`config.mk`:
```
export PLATFORM = sky130hd
export DESIGN_NAME = fenced_descriptor_heap_allocator_top
export DESIGN_NICKNAME = d
export VERILOG_FILES = /design/src/fdha_pkg.sv /design/src/fdha_ram.sv /design/src/fdha_front.sv /design/src/fdha_back.sv /design/src/fenced_descriptor_heap_allocator_top.sv
export SDC_FILE = /design/constraint.sdc
export NUM_CORES = 2
export LEC_CHECK = 0
export BUFFER_PORTS_ARGS = -buffer_cell sky130_fd_sc_hd__buf_2
export CAP_MARGIN = 20
export CORE_AREA = 2 2 469 471
export CTS_CLUSTER_SIZE = 30
export DETAILED_ROUTE_END_ITERATION = 12
export DIE_AREA = 0 0 471 473
export PLACE_DENSITY_LB_ADDON = 0.05
export SETUP_SLACK_MARGIN = 0.05
export SYNTH_ARGS = -nofsm -noshare
export SYNTH_HDL_FRONTEND = slang
export SYNTH_SLANG_ARGS = --single-unit
```
`constraint.sdc`:
```
create_clock -name aclk -period 12.2 [get_ports aclk]
set_input_delay 0.61 -clock aclk [delete_from_list [all_inputs] [get_ports aclk]]
set_output_delay 0.61 -clock aclk [all_outputs]
set_load 0.005 [all_outputs]
```
`src/fdha_pkg.sv`:
```
// Shared types and constants for the fenced descriptor heap allocator.
package fdha_pkg;

    localparam int MAX_HEAPS_DEF    = 16;
    localparam int RETIRE_DEPTH_DEF = 32;

    localparam logic [2:0] ST_OK         = 3'd0;
    localparam logic [2:0] ST_TOO_LARGE  = 3'd1;
    localparam logic [2:0] ST_NO_HEAP    = 3'd2;
    localparam logic [2:0] ST_QUEUE_FULL = 3'd3;
    localparam logic [2:0] ST_IGNORED    = 3'd4;

    localparam logic CFG_HEAP_SIZE   = 1'b0;
    localparam logic CFG_SLOT_STRIDE = 1'b1;

    localparam logic [20:0] REF_MAX = 21'h1FFFFF;

    // One request as it passes from the front end to the execution engine.
    typedef struct packed {
        logic        action;
        logic [19:0] count;
        logic [4:0]  heap_id;
        logic [63:0] target_fence;
        logic [63:0] completed_fence;
    } req_t;

    typedef struct packed {
        logic [2:0]  status;
        logic [3:0]  block_heap;
        logic [19:0] slot_offset;
        logic [29:0] byte_offset;
        logic        deferred;
        logic        opened_heap;
    } rsp_t;

endpackage

```
`src/fdha_ram.sv`:
```
// Generic single-port-write, single-port-read RAM with registered read data.
module fdha_ram #(
    parameter int WIDTH = 8,
    parameter int DEPTH = 16
) (
    input  logic                     aclk,
    input  logic                     we,
    input  logic [$clog2(DEPTH)-1:0] waddr,
    input  logic [WIDTH-1:0]         wdata,
    input  logic [$clog2(DEPTH)-1:0] raddr,
    output logic [WIDTH-1:0]         rdata
);
    logic [WIDTH-1:0] mem [DEPTH];

    always_ff @(posedge aclk) begin
        if (we) begin
            mem[waddr] <= wdata;
        end
        rdata <= mem[raddr];
    end
endmodule

```
`src/fdha_front.sv`:
```
// Front end: accepts requests and holds them in a two-entry queue.
module fdha_front (
    input  logic            aclk,
    input  logic            aresetn,
    input  logic            in_valid,
    output logic            in_ready,
    input  fdha_pkg::req_t  in_req,
    output logic            q_valid,
    input  logic            q_ready,
    output fdha_pkg::req_t  q_req
);
    fdha_pkg::req_t buf_reg [2];
    logic       wp_reg, rp_reg, wp_next, rp_next;
    logic [1:0] cnt_reg, cnt_next;
    logic       push, pop;

    assign in_ready = (cnt_reg != 2'd2);
    assign q_valid  = (cnt_reg != 2'd0);
    assign q_req    = buf_reg[rp_reg];
    assign push     = in_valid && in_ready;
    assign pop      = q_valid && q_ready;

    always_comb begin
        wp_next  = push ? ~wp_reg : wp_reg;
        rp_next  = pop ? ~rp_reg : rp_reg;
        cnt_next = cnt_reg + {1'b0, push} - {1'b0, pop};
    end

    always_ff @(posedge aclk) begin
        if (!aresetn) begin
            wp_reg  <= 1'b0;
            rp_reg  <= 1'b0;
            cnt_reg <= 2'd0;
        end else begin
            wp_reg  <= wp_next;
            rp_reg  <= rp_next;
            cnt_reg <= cnt_next;
        end
        if (push) begin
            buf_reg[wp_reg] <= in_req;
        end
    end

    a_cnt_range: assert property (@(posedge aclk) disable iff (!aresetn)
        cnt_reg != 2'd3) else $error("queue count out of range");
    a_full_no_push: assert property (@(posedge aclk) disable iff (!aresetn)
        cnt_reg == 2'd2 && !pop |=> cnt_reg == 2'd2) else $error("overfill");
    a_empty_no_pop: assert property (@(posedge aclk) disable iff (!aresetn)
        cnt_reg == 2'd0 && !push |=> cnt_reg == 2'd0) else $error("underflow");
endmodule

```
`src/fdha_back.sv`:
```
// Back end: executes allocate and free requests with sequential scans.
module fdha_back #(
    parameter int MAX_HEAPS    = fdha_pkg::MAX_HEAPS_DEF,
    parameter int RETIRE_DEPTH = fdha_pkg::RETIRE_DEPTH_DEF
) (
    input  logic            aclk,
    input  logic            aresetn,
    input  logic [19:0]     heap_size,
    input  logic [10:0]     slot_stride,
    input  logic            q_valid,
    output logic            q_ready,
    input  fdha_pkg::req_t  q_req,
    output logic            rsp_valid,
    input  logic            rsp_ready,
    output fdha_pkg::rsp_t  rsp
);
    localparam int HW = (MAX_HEAPS > 1) ? $clog2(MAX_HEAPS) : 1;
    localparam int RW = (RETIRE_DEPTH > 1) ? $clog2(RETIRE_DEPTH) : 1;
    localparam int OW = $clog2(MAX_HEAPS + 1);

    localparam logic [3:0] S_IDLE  = 4'd0;
    localparam logic [3:0] S_FREE  = 4'd1;
    localparam logic [3:0] S_RSCAN = 4'd2;
    localparam logic [3:0] S_RREAD = 4'd3;
    localparam logic [3:0] S_RDO   = 4'd4;
    localparam logic [3:0] S_HSCAN = 4'd5;
    localparam logic [3:0] S_ISSUE = 4'd6;
    localparam logic [3:0] S_MUL   = 4'd7;
    localparam logic [3:0] S_OUT   = 4'd8;

    logic [3:0]  state_reg, state_next;
    fdha_pkg::req_t req_reg, req_next;
    logic [20:0] ref_reg [MAX_HEAPS];
    logic [OW-1:0] opened_reg, opened_next;
    logic [HW-1:0] cur_reg, cur_next;
    logic        cur_valid_reg, cur_valid_next;
    logic [19:0] off_reg, off_next;
    logic [RETIRE_DEPTH-1:0] used_reg, used_next;
    logic [RW:0] idx_reg, idx_next;
    logic        found_reg, found_next;
    logic [HW-1:0] pick_reg, pick_next;
    fdha_pkg::rsp_t rsp_reg, rsp_next;
    logic        rsp_valid_reg, rsp_valid_next;
    logic [29:0] prod_reg, prod_next;

    logic        ref_inc, ref_dec;
    logic [HW-1:0] ref_idx;
    logic        ram_we;
    logic [RW-1:0] ram_waddr, ram_raddr;
    logic [HW+63:0] ram_wdata, ram_rdata;

    logic [RW-1:0] free_slot;
    logic          free_any;
    logic [4:0]    hraw;
    logic          hraw_ok;
    logic [20:0]   hraw_ref;
    logic [RW-1:0] idx_lo;

    assign hraw   = req_reg.heap_id;
    assign idx_lo = idx_reg[RW-1:0];
    assign hraw_ref = ref_reg[hraw[HW-1:0]];
    assign hraw_ok = !hraw[4] && ({{(OW+1){1'b0}}, hraw} < {{6{1'b0}}, opened_reg})
                     && ({27'd0, hraw} < 32'(MAX_HEAPS)) && (hraw_ref != 21'd0);

    always_comb begin
        free_any  = 1'b0;
        free_slot = '0;
        for (int i = RETIRE_DEPTH - 1; i >= 0; i--) begin
            if (!used_reg[i]) begin
                free_any  = 1'b1;
                free_slot = RW'(i);
            end
        end
    end

    fdha_ram #(.WIDTH(HW + 64), .DEPTH(RETIRE_DEPTH)) u_retire (
        .aclk(aclk), .we(ram_we), .waddr(ram_waddr), .wdata(ram_wdata),
        .raddr(ram_raddr), .rdata(ram_rdata)
    );

    assign q_ready   = (state_reg == S_IDLE) && !rsp_valid_reg;
    assign rsp_valid = rsp_valid_reg;
    assign rsp       = rsp_reg;

    always_comb begin
        state_next     = state_reg;
        req_next       = req_reg;
        opened_next    = opened_reg;
        cur_next       = cur_reg;
        cur_valid_next = cur_valid_reg;
        off_next       = off_reg;
        used_next      = used_reg;
        idx_next       = idx_reg;
        found_next     = found_reg;
        pick_next      = pick_reg;
        rsp_next       = rsp_reg;
        rsp_valid_next = rsp_valid_reg && !rsp_ready;
        prod_next      = prod_reg;
        ref_inc        = 1'b0;
        ref_dec        = 1'b0;
        ref_idx        = '0;
        ram_we         = 1'b0;
        ram_waddr      = free_slot;
        ram_wdata      = {req_reg.heap_id[HW-1:0], req_reg.target_fence};
        ram_raddr      = idx_lo;
        unique case (state_reg)
            S_IDLE: begin
                if (q_valid && q_ready) begin
                    req_next   = q_req;
                    rsp_next   = '0;
                    state_next = q_req.action ? S_FREE : S_RSCAN;
                    if (!q_req.action) begin
                        if (q_req.count > heap_size) begin
                            rsp_next.status = fdha_pkg::ST_TOO_LARGE;
                            state_next      = S_OUT;
                        end else if (cur_valid_reg &&
                                     {1'b0, off_reg} + {1'b0, q_req.count}
                                     <= {1'b0, heap_size}) begin
                            state_next = S_ISSUE;
                        end
                    end
                    idx_next = '0;
                end
            end
            S_FREE: begin
                state_next = S_OUT;
                if (!hraw_ok) begin
                    rsp_next.status = fdha_pkg::ST_IGNORED;
                end else if (req_reg.completed_fence >= req_reg.target_fence) begin
                    ref_dec = 1'b1;
                    ref_idx = hraw[HW-1:0];
                end else if (free_any) begin
                    ram_we = 1'b1;
                    used_next[free_slot] = 1'b1;
                    rsp_next.deferred = 1'b1;
                end else begin
                    rsp_next.status = fdha_pkg::ST_QUEUE_FULL;
                end
            end
            S_RSCAN: begin
                // walk retire entries; read only the used ones
                if (idx_reg == (RW+1)'(RETIRE_DEPTH)) begin
                    idx_next   = '0;
                    found_next = 1'b0;
                    state_next = S_HSCAN;
                end else if (used_reg[idx_lo]) begin
                    state_next = S_RREAD;
                end else begin
                    idx_next = idx_reg + 1'b1;
                end
            end
            S_RREAD: begin
                state_next = S_RDO;
            end
            S_RDO: begin
                if (req_reg.completed_fence >= ram_rdata[63:0]) begin
                    ref_dec = 1'b1;
                    ref_idx = ram_rdata[HW+63:64];
                    used_next[idx_lo] = 1'b0;
                end
                idx_next   = idx_reg + 1'b1;
                state_next = S_RSCAN;
            end
            S_HSCAN: begin
                if (32'(idx_reg) >= 32'(MAX_HEAPS) ||
                    32'(idx_reg) >= 32'(opened_reg)) begin
                    state_next = S_ISSUE;
                    if (found_reg) begin
                        cur_next = pick_reg;
                    end else if (opened_reg >= OW'(MAX_HEAPS)) begin
                        rsp_next.status = fdha_pkg::ST_NO_HEAP;
                        state_next      = S_OUT;
                    end else begin
                        cur_next    = opened_reg[HW-1:0];
                        opened_next = opened_reg + 1'b1;
                        rsp_next.opened_heap = 1'b1;
                    end
                    if (state_next == S_ISSUE) begin
                        cur_valid_next = 1'b1;
                        off_next       = '0;
                    end
                end else begin
                    if (ref_reg[idx_reg[HW-1:0]] == 21'd0) begin
                        found_next = 1'b1;
                        pick_next  = idx_reg[HW-1:0];
                    end
                    idx_next = idx_reg + 1'b1;
                end
            end
            S_ISSUE: begin
                rsp_next.block_heap  = 4'(cur_reg);
                rsp_next.slot_offset = off_reg;
                prod_next  = 30'({11'd0, off_reg} * {20'd0, slot_stride});
                ref_inc    = 1'b1;
                ref_idx    = cur_reg;
                off_next   = off_reg + req_reg.count;
                state_next = S_MUL;
            end
            S_MUL: begin
                rsp_next.byte_offset = prod_reg;
                state_next           = S_OUT;
            end
            S_OUT: begin
                rsp_valid_next = 1'b1;
                state_next     = S_IDLE;
            end
            default: state_next = S_IDLE;
        endcase
    end

    always_ff @(posedge aclk) begin
        if (!aresetn) begin
            state_reg     <= S_IDLE;
            opened_reg    <= '0;
            cur_valid_reg <= 1'b0;
            off_reg       <= '0;
            used_reg      <= '0;
            rsp_valid_reg <= 1'b0;
            for (int i = 0; i < MAX_HEAPS; i++) begin
                ref_reg[i] <= '0;
            end
        end else begin
            state_reg     <= state_next;
            opened_reg    <= opened_next;
            cur_valid_reg <= cur_valid_next;
            off_reg       <= off_next;
            used_reg      <= used_next;
            rsp_valid_reg <= rsp_valid_next;
            if (ref_inc && ref_reg[ref_idx] != fdha_pkg::REF_MAX) begin
                ref_reg[ref_idx] <= ref_reg[ref_idx] + 1'b1;
            end else if (ref_dec && ref_reg[ref_idx] != 21'd0) begin
                ref_reg[ref_idx] <= ref_reg[ref_idx] - 1'b1;
            end
        end
        req_reg   <= req_next;
        cur_reg   <= cur_next;
        idx_reg   <= idx_next;
        found_reg <= found_next;
        pick_reg  <= pick_next;
        rsp_reg   <= rsp_next;
        prod_reg  <= prod_next;
    end

    a_opened_max: assert property (@(posedge aclk) disable iff (!aresetn)
        opened_reg <= OW'(MAX_HEAPS)) else $error("too many heaps opened");
    a_rsp_hold: assert property (@(posedge aclk) disable iff (!aresetn)
        rsp_valid_reg && !rsp_ready |=> rsp_valid_reg && $stable(rsp_reg))
        else $error("result dropped");
    a_issue_valid: assert property (@(posedge aclk) disable iff (!aresetn)
        state_reg == S_MUL |-> cur_valid_reg) else $error("issue without heap");
endmodule

```
`src/fenced_descriptor_heap_allocator_top.sv`:
```
// Top level of the fenced descriptor heap allocator.
// Usage:
//   Input channel s_*: one transfer per request (allocate a run or free a block),
//   carrying the completed fence value with every request.
//   Result channel m_*: exactly one transfer per request, in request order.
//   Config port: cfg_we/cfg_index/cfg_data write heap_size (0) or slot_stride (1);
//   write only while the block is idle.
// Sequencing: a free is decided in the free state and then output; an allocate
//   larger than heap_size goes straight to output; one that fits the current heap
//   goes to issue, multiply and output; one that switches heaps first walks the retire
//   queue (reading each queued entry) and then the opened heaps. The back end works
//   on one request at a time; these scans set the throughput.
// A two-entry queue in the front end keeps accepting transfers while the back
//   end works or while a result waits on m_ready.
// Reset (aresetn low, synchronous): drop all queued requests, clear reference
//   counts, opened heaps, the current heap and the retire queue; registers
//   return to heap_size 1024, slot_stride 32.
// When the receiver stalls, hold the result; the queue fills, then s_ready falls.
module fenced_descriptor_heap_allocator_top #(
    parameter int MAX_HEAPS    = fdha_pkg::MAX_HEAPS_DEF,
    parameter int RETIRE_DEPTH = fdha_pkg::RETIRE_DEPTH_DEF
) (
    input  logic        aclk,
    input  logic        aresetn,
    input  logic        cfg_we,
    input  logic        cfg_index,
    input  logic [19:0] cfg_data,
    input  logic        s_valid,
    output logic        s_ready,
    input  logic        s_action,
    input  logic [19:0] s_count,
    input  logic signed [4:0] s_heap_id,
    input  logic [63:0] s_target_fence,
    input  logic [63:0] s_completed_fence,
    output logic        m_valid,
    input  logic        m_ready,
    output logic [2:0]  m_status,
    output logic [3:0]  m_block_heap,
    output logic [19:0] m_slot_offset,
    output logic [29:0] m_byte_offset,
    output logic        m_deferred,
    output logic        m_opened_heap
);
    logic [19:0] heap_size_reg;
    logic [10:0] slot_stride_reg;
    fdha_pkg::req_t in_req, q_req;
    fdha_pkg::rsp_t rsp;
    logic q_valid, q_ready;

    // configuration registers
    always_ff @(posedge aclk) begin
        if (!aresetn) begin
            heap_size_reg   <= 20'd1024;
            slot_stride_reg <= 11'd32;
        end else if (cfg_we) begin
            if (cfg_index == fdha_pkg::CFG_HEAP_SIZE) begin
                heap_size_reg <= cfg_data;
            end else begin
                slot_stride_reg <= cfg_data[10:0];
            end
        end
    end

    assign in_req = '{action: s_action, count: s_count, heap_id: s_heap_id,
                      target_fence: s_target_fence,
                      completed_fence: s_completed_fence};

    fdha_front u_front (
        .aclk(aclk), .aresetn(aresetn), .in_valid(s_valid), .in_ready(s_ready),
        .in_req(in_req), .q_valid(q_valid), .q_ready(q_ready), .q_req(q_req)
    );

    fdha_back #(.MAX_HEAPS(MAX_HEAPS), .RETIRE_DEPTH(RETIRE_DEPTH)) u_back (
        .aclk(aclk), .aresetn(aresetn), .heap_size(heap_size_reg),
        .slot_stride(slot_stride_reg), .q_valid(q_valid), .q_ready(q_ready),
        .q_req(q_req), .rsp_valid(m_valid), .rsp_ready(m_ready), .rsp(rsp)
    );

    assign m_status      = rsp.status;
    assign m_block_heap  = rsp.block_heap;
    assign m_slot_offset = rsp.slot_offset;
    assign m_byte_offset = rsp.byte_offset;
    assign m_deferred    = rsp.deferred;
    assign m_opened_heap = rsp.opened_heap;

    a_ok_fields: assert property (@(posedge aclk) disable iff (!aresetn)
        m_valid && m_status != fdha_pkg::ST_OK |-> !m_opened_heap && !m_deferred)
        else $error("failure with side flags");
    a_defer_free: assert property (@(posedge aclk) disable iff (!aresetn)
        m_valid && m_deferred |-> m_block_heap == 4'd0 && m_slot_offset == 20'd0)
        else $error("free carries allocation fields");
    a_cfg_keep: assert property (@(posedge aclk) disable iff (!aresetn)
        !cfg_we |=> $stable(heap_size_reg) && $stable(slot_stride_reg))
        else $error("config changed without write");
endmodule
```
=== Yosys cells after proc, flatten, opt, wreduce, memory -nomap -nowiden ===
Memory sizes are Yosys's and may differ from the RTL's. A register that Yosys moved wholly into a read port is not among the register bits.
Index checks and enable logic that the tools add are counted.

* $add $sub $neg: 8
* Reduce and logical (&&, ||, !) cells: 49
* Mux-type cells: 156
* Multipliers: 1
* Magnitude comparators: 13
* Equality and inequality tests: 30
* Shift operators: 0
* Divide/modulo/power cells: 0
* Bitwise gates (word level): 10

{| class="wikitable"
|+ Operators with widths
! cell !! number
|-
| $mux W5 || 32
|-
| $ge A64 B64 Y1 || 2
|-
| $mux W32 || 4
|-
| $mux W4 || 19
|-
| $mux W1 || 69
|-
| $pmux W32 S2 || 1
|-
| $pmux W30 S2 || 1
|-
| $mux W59 || 1
|-
| $pmux W24 S2 || 1
|-
| $mux W21 || 2
|-
| $reduce_bool A21 Y1 || 2
|-
| $mux W20 || 2
|-
| $pmux W20 S2 || 1
|-
| $and A32 B32 Y32 || 1
|-
| $not A32 Y32 || 1
|-
| $or A32 B32 Y32 || 1
|-
| $mul A20 B11 Y30 || 1
|-
| $pmux W4 S7 || 1
|-
| $mux W6 || 4
|-
| $pmux W6 S4 || 1
|-
| $add A20 B20 Y21 || 1
|-
| $add A21 B1 Y21 const B || 1
|-
| $le A21 B20 Y1 || 1
|-
| $logic_not A21 Y1 || 1
|-
| 48 further kinds || 116
|}

* Register bits: 355
* Output and inout bits: 61
* Latch bits: 0
* RAM bits: 2820
* Input port bits: 180
* Word-level logic and storage cells: 296
* Memories kept: 3
* Memory bits (read-only): 0

{| class="wikitable"
|+ Memories
! name !! words !! width !! rd ports !! clocked after memory_dff !! wr ports !! line !! RTL
|-
| u_back.u_retire.mem || 32 || 68 || 1 || 1 || 1 || fdha_ram.sv:13 || <nowiki>logic [WIDTH-1:0] mem [DEPTH];</nowiki>
|-
| u_back.ref_reg || 16 || 21 || 3 || 2 || 16 || fdha_back.sv:33 || <nowiki>logic [20:0] ref_reg [MAX_HEAPS];</nowiki>
|-
| u_front.buf_reg || 2 || 154 || 1 || 1 || 1 || fdha_front.sv:12 || <nowiki>fdha_pkg::req_t buf_reg [2];</nowiki>
|}

=== Logic depth before layout (Yosys ltp) ===
* Word-level depth: 41
* Gate-level depth with buffers: 42
* Mapped depth without buffers: 37

=== By module ===
Synthesis repeated with hierarchy kept, for this count alone.

* Cell total of the unflattened synthesis: 8006
* Area, all modules: 139274.8 um^2

{| class="wikitable"
|+ Modules (own cells, without submodules)
! module !! times used !! sequential area each (um^2) !! area each (um^2) !! cells an instance
|-
| fdha_ram || 1 || 66704.0 || 83893.0 || 3286
|-
| fdha_back || 1 || 19228.4 || 42574.6 || 4091
|-
| fdha_front || 1 || 9349.0 || 11577.4 || 503
|-
| fenced_descriptor_heap_allocator_top || 1 || 620.6 || 1229.9 || 126
|}

=== Worst setup path after synthesis ===
Ideal clock, no wire load.

* Path type: flip-flop to flip-flop
* Start point: reg u_back.req_reg, in the netlist u_back.ram_wdata[6]
* End point: mem u_back.ref_reg[0][18] (data pin)
* Path buffers: 4
* Library setup time: 0.265 ns
* Data required time: 11.935 ns
* Setup slack: 3.324 ns
* Clock period less this slack: 8.876 ns
* Stages on the path, launching flop included: 39
* Data arrival time: 8.611 ns
* Cells stage by stage: edfxtp_1 -> inv_1 -> ha_1 -> and3_1 -> a221o_1 -> a2111oi_0 -> a21oi_1 -> a22oi_1 -> nand3_1 -> a311oi_1 -> buf_2 -> buf_1 -> mux2i_1 -> nor2_1 -> nor3_1 -> nor4_1 -> and4b_1 -> or2_0 -> (+3 left out) -> nor2b_1 -> o21ai_0 -> nand2_1 -> a21o_1 -> a21o_1 -> a21oi_1 -> o21ai_0 -> a21o_1 -> a21o_1 -> a21o_1 -> a31o_2 -> a21oi_1 -> nor2b_1 -> o21ai_0 -> a21oi_1 -> xnor2_1 -> clkbuf_1 -> nor2_1

{| class="wikitable"
|+ RTL lines
! what !! line !! RTL
|-
| start: declaration || fdha_back.sv:32 || <nowiki>fdha_pkg::req_t req_reg, req_next;</nowiki>
|-
| start signal: assignment || fdha_back.sv:235 || <nowiki>req_reg <= req_next;</nowiki>
|-
| end: declaration || fdha_back.sv:33 ||
|}

==> qor.tcl <==
set qor(placed_insts) 10700
set qor(worstReg2RegStart) {u_back.ram_wdata[18]}
set qor(timing.setup.tns_ns) 0
set qor(drt-wirelength-per-cell_um) 31.3
set qor(multi_input_area_mm2) 0.0377
set qor(maxSlewViolCount) 0
set qor(finalNonFillerCells) 11500
set qor(number_of_buffers_created_by_cts) 340
set qor(antenna_left) 0
set qor(crit_type) {register to register}
set qor(clock_tree_from_tritoncts) {done}
set qor(synth_edf_count) 3077
set qor(critical_path.reg2reg.endpoint) {u_back.ref_reg[11][20]}
set qor(max_reg_flops) 2176
set qor(worst-slew-pin-transition_ns) 1.19
set qor(reg2regPathDepth) 40
set qor(status) {complete, no violations}
set qor(synth_cell_types) 86
set qor(crit_path_frequent_cell) {a21o_1}
set qor(whs_endpoint) {u_front.wp_reg}
set qor(initialDrtViolationCount) 10300
set qor(holdWs_ns) 0.199
set qor(crit_path_start_kind) {register}
set qor(critical_path_peak_fanout) 140
set qor(critPathSlowestCell) {edfxtp_1}
set qor(nFillCells) 13600
set qor(p_leak_nw) 53.3
set qor(design.core.area_mm2) 0.218
set qor(postSynthAreaPerCell_um2) 17.5
set qor(min_from) {s_valid}
set qor(drc_errors) 0
set qor(worst_hold_path.num_cells) 4
set qor(postSynthCellCount) 7776
set qor(worst_path_largest_cell_delay_ns) 0.94
set qor(detailed_place_hpwl_mm) 198
set qor(cp_data_required_time_ns) 12.94
set qor(synth_top_area_share_pct) 67.8
set qor(clock_transition_time_at_the_flip_flop_clock_pins_of_the_worst_setup_and_hold_paths_ns) 0.06
set qor(yosysWarnings) 0
set qor(period_share_pct) 89.1
set qor(via_count) 76300
set qor(fmax_mhz) 92.0
set qor(syn-cell-area_mm2) 0.136
set qor(skew_ns) 0.0895
set qor(grt_setup_unrepaired) {false}
set qor(tritoncts_num_sinks) 3252
set qor(crit_end_category) {register}
set qor(fin_nets) 9034
set qor(synthesis.nets) 8427
set qor(detail_route.wirelength_mm) 361
set qor(hold_viol_final) 0
set qor(globalplace.congestion) 0.937
set qor(viasPerCell) 6.62
set qor(layout-area-overhead-vs-synth_pct) 13.2
set qor(hold_path.class) {input port to register}
set qor(std_cell_rows) 172
set qor(globalRouteOverflowTotal) 0
set qor(synth_top_flop_cell) {edfxtp_1}
set qor(register_area_mm2) 0.0959
set qor(synth_seq_cells) 3252
set qor(maxSlewHeadroom_pct) 20.9
set qor(top_level_ports) 241
set qor(drt_pre_antenna_iters) 7
set qor(grtUsageTotal_pct) 32.4
set qor(setup_viol_count_final) 0
set qor(floorplan.die_area_mm2) 0.223
set qor(pwr_cell_area_mw_per_mm2) 215
set qor(post-cts-setup-buffer-count) 0
set qor(portBuffers) 240
set qor(initial_utilization_pct) 62.5
set qor(max-clock-path-buffers) 4
set qor(grt_pass1_wl_mm) 519
set qor(async_flop_share_pct) 0
set qor(fp.dieW_um) 471
set qor(post-route-cell-area_mm2) 0.154
set qor(max-vdd-ir-drop_mv) 0.236
set qor(clock_latency_ns) 0.97
set qor(placed_cell_area_mm2) 0.142
set qor(yosys-top-cells-area) {edfxtp_1 68%, mux4_2 9.1%, ha_1 2.8%, dfxtp_1 2.6%, fa_1 2.4%}
set qor(ys_seq_area_share_pct) 70.3
set qor(first_global_vias) 75000
set qor(number_of_max_cap_violations) 0
set qor(maximum_number_of_pins_on_one_net_before_global_route_repair) 149
set qor(min_period_ns) 10.87
set qor(critPathArrivalTime_ns) 11.61
set qor(drive_above_1_share_pct) 20.6
set qor(htree_levels) 5
set qor(grt_antenna_before_repair) 14
set qor(reg2reg_slack_ns) 1.33
set qor(die_height_um) 473
set qor(ctsRootBufferMaster) {clkbuf_16}
set qor(netlist.top_cell.by_area) {edfxtp_1}
==> repair_timing <==
action	4_1_cts	5_1_grt
setup endpoints to repair	0	0
hold buffers	175	0
endpoints found under the hold margin	340	0
resized for setup	0	0
==> synthesized netlist by cell type, drive strengths merged (59+ instances only) <==
master,instances
edfxtp,3077
mux4,553
nor2,384
nand2,371
inv,362
ha,308
a22oi,281
clkbuf,260
a21oi,197
mux2,190
dfxtp,175
fa,163
mux2i,161
and2,151
nand4,125
buf,119
o21ai,92
nor2b,81
nor4,72
xnor2,70
nand3,60
nor3,59
==> cells by family (layout without fill, tap and decap cells) <==
logic type | Yosys count | count (layout) | share of synthesized area, %
AO/OA/AOI/OAI | 863 | 863 | 4.37
XOR/XNOR | 93 | 93 | 0.597
adder cells (fa/ha/maj) | 471 | 471 | 5.22
buffers and inverters | 742 | 1606 | 2.26
flip-flops | 3252 | 3252 | 70.3
multiplexers | 904 | 904 | 11.9
other | 0 | 11 | 0
AND/OR/NAND/NOR | 1451 | 1451 | 5.32
==> where the power goes <==
part	total, mW	switching [mW]	internal (mW)
sequential	15.0	0.632	14.3
combinational	8.06	4.95	3.11
clock	10.1	4.18	5.93
==> cells in the final DEF, fill, tap and decap left out, types with 71 or more instances in the layout <==
cell	n
clkbuf_16	345
inv_1	359
edfxtp_1	3077
a21oi_1	193
dfxtp_1	174
mux2_2	190
nor2b_1	81
buf_2	242
mux4_2	553
nand2_1	355
and2_1	150
fa_1	163
nor2_1	347
nand4_1	125
ha_1	308
dlygate4sd3_1	175
mux2i_1	161
buf_4	199
a22oi_1	281
o21ai_0	90
nor4_1	71
==> cell type report <==
type,instances,share of cell area [%]
inverter,363,0.883
sequential,3252,62.1
timing repair buffer,644,3.28
multi-input combinational,3782,24.4
antenna,11,0.0178
clock inverter,173,1.09
clock buffer,426,5.88
tap,2871,2.33
==> per-stage QoR <==
stage | utilization [%] | setup slack, ns | total power [mW]
3_3_place_gp | 64.8 | 1.15 | 22.9
3_5_place_dp | 64.9 | 1.75 | 23.1
6_report | 70.7 | 1.33 | 33.1
2_1_floorplan | - | 3.32 | 20.3
5_1_grt | 70.7 | 0.861 | 34.3
4_1_cts | 70.6 | 1.59 | 33.2
==> how the worst max path moves through the flow <==
| stage | start | end | depth (start not counted) |
|---|---|---|---|
| floorplan | u_back.ram_wdata[6] | u_back.ref_reg[0][18] | 38 |
| global placement | u_back.ram_wdata[27] | u_back.ref_reg[6][20] | 40 |
| detailed placement | u_back.ram_wdata[18] | u_back.ref_reg[11][20] | 40 |
| CTS | u_back.ram_wdata[18] | u_back.ref_reg[11][20] | 40 |
| global route | u_back.ram_wdata[16] | u_back.ref_reg[10][20] | 41 |
| finish | u_back.ram_wdata[18] | u_back.ref_reg[11][20] | 40 |
==> worst max-delay path: cells and delay by family (launching register included) <==
kind            cells  cell delay (ns)
xor+xnor            1             0.27
simple gates        9             1.53
compound gates     19             4.77
fa+ha+maj           2             0.74
buf+inv             7             1.82
mux                 2             0.39
flops               1             0.94
==> routing by layer <==
metal	share of wire (%)	track usage [%]	up-vias
met5	0.011	0	-
met4	3.0	9.53	6
met3	9.2	5.16	700
met2	49	52.2	4278
met1	39	46.4	39600
li1	-	-	31700
Power figures use the tool's default switching activity.
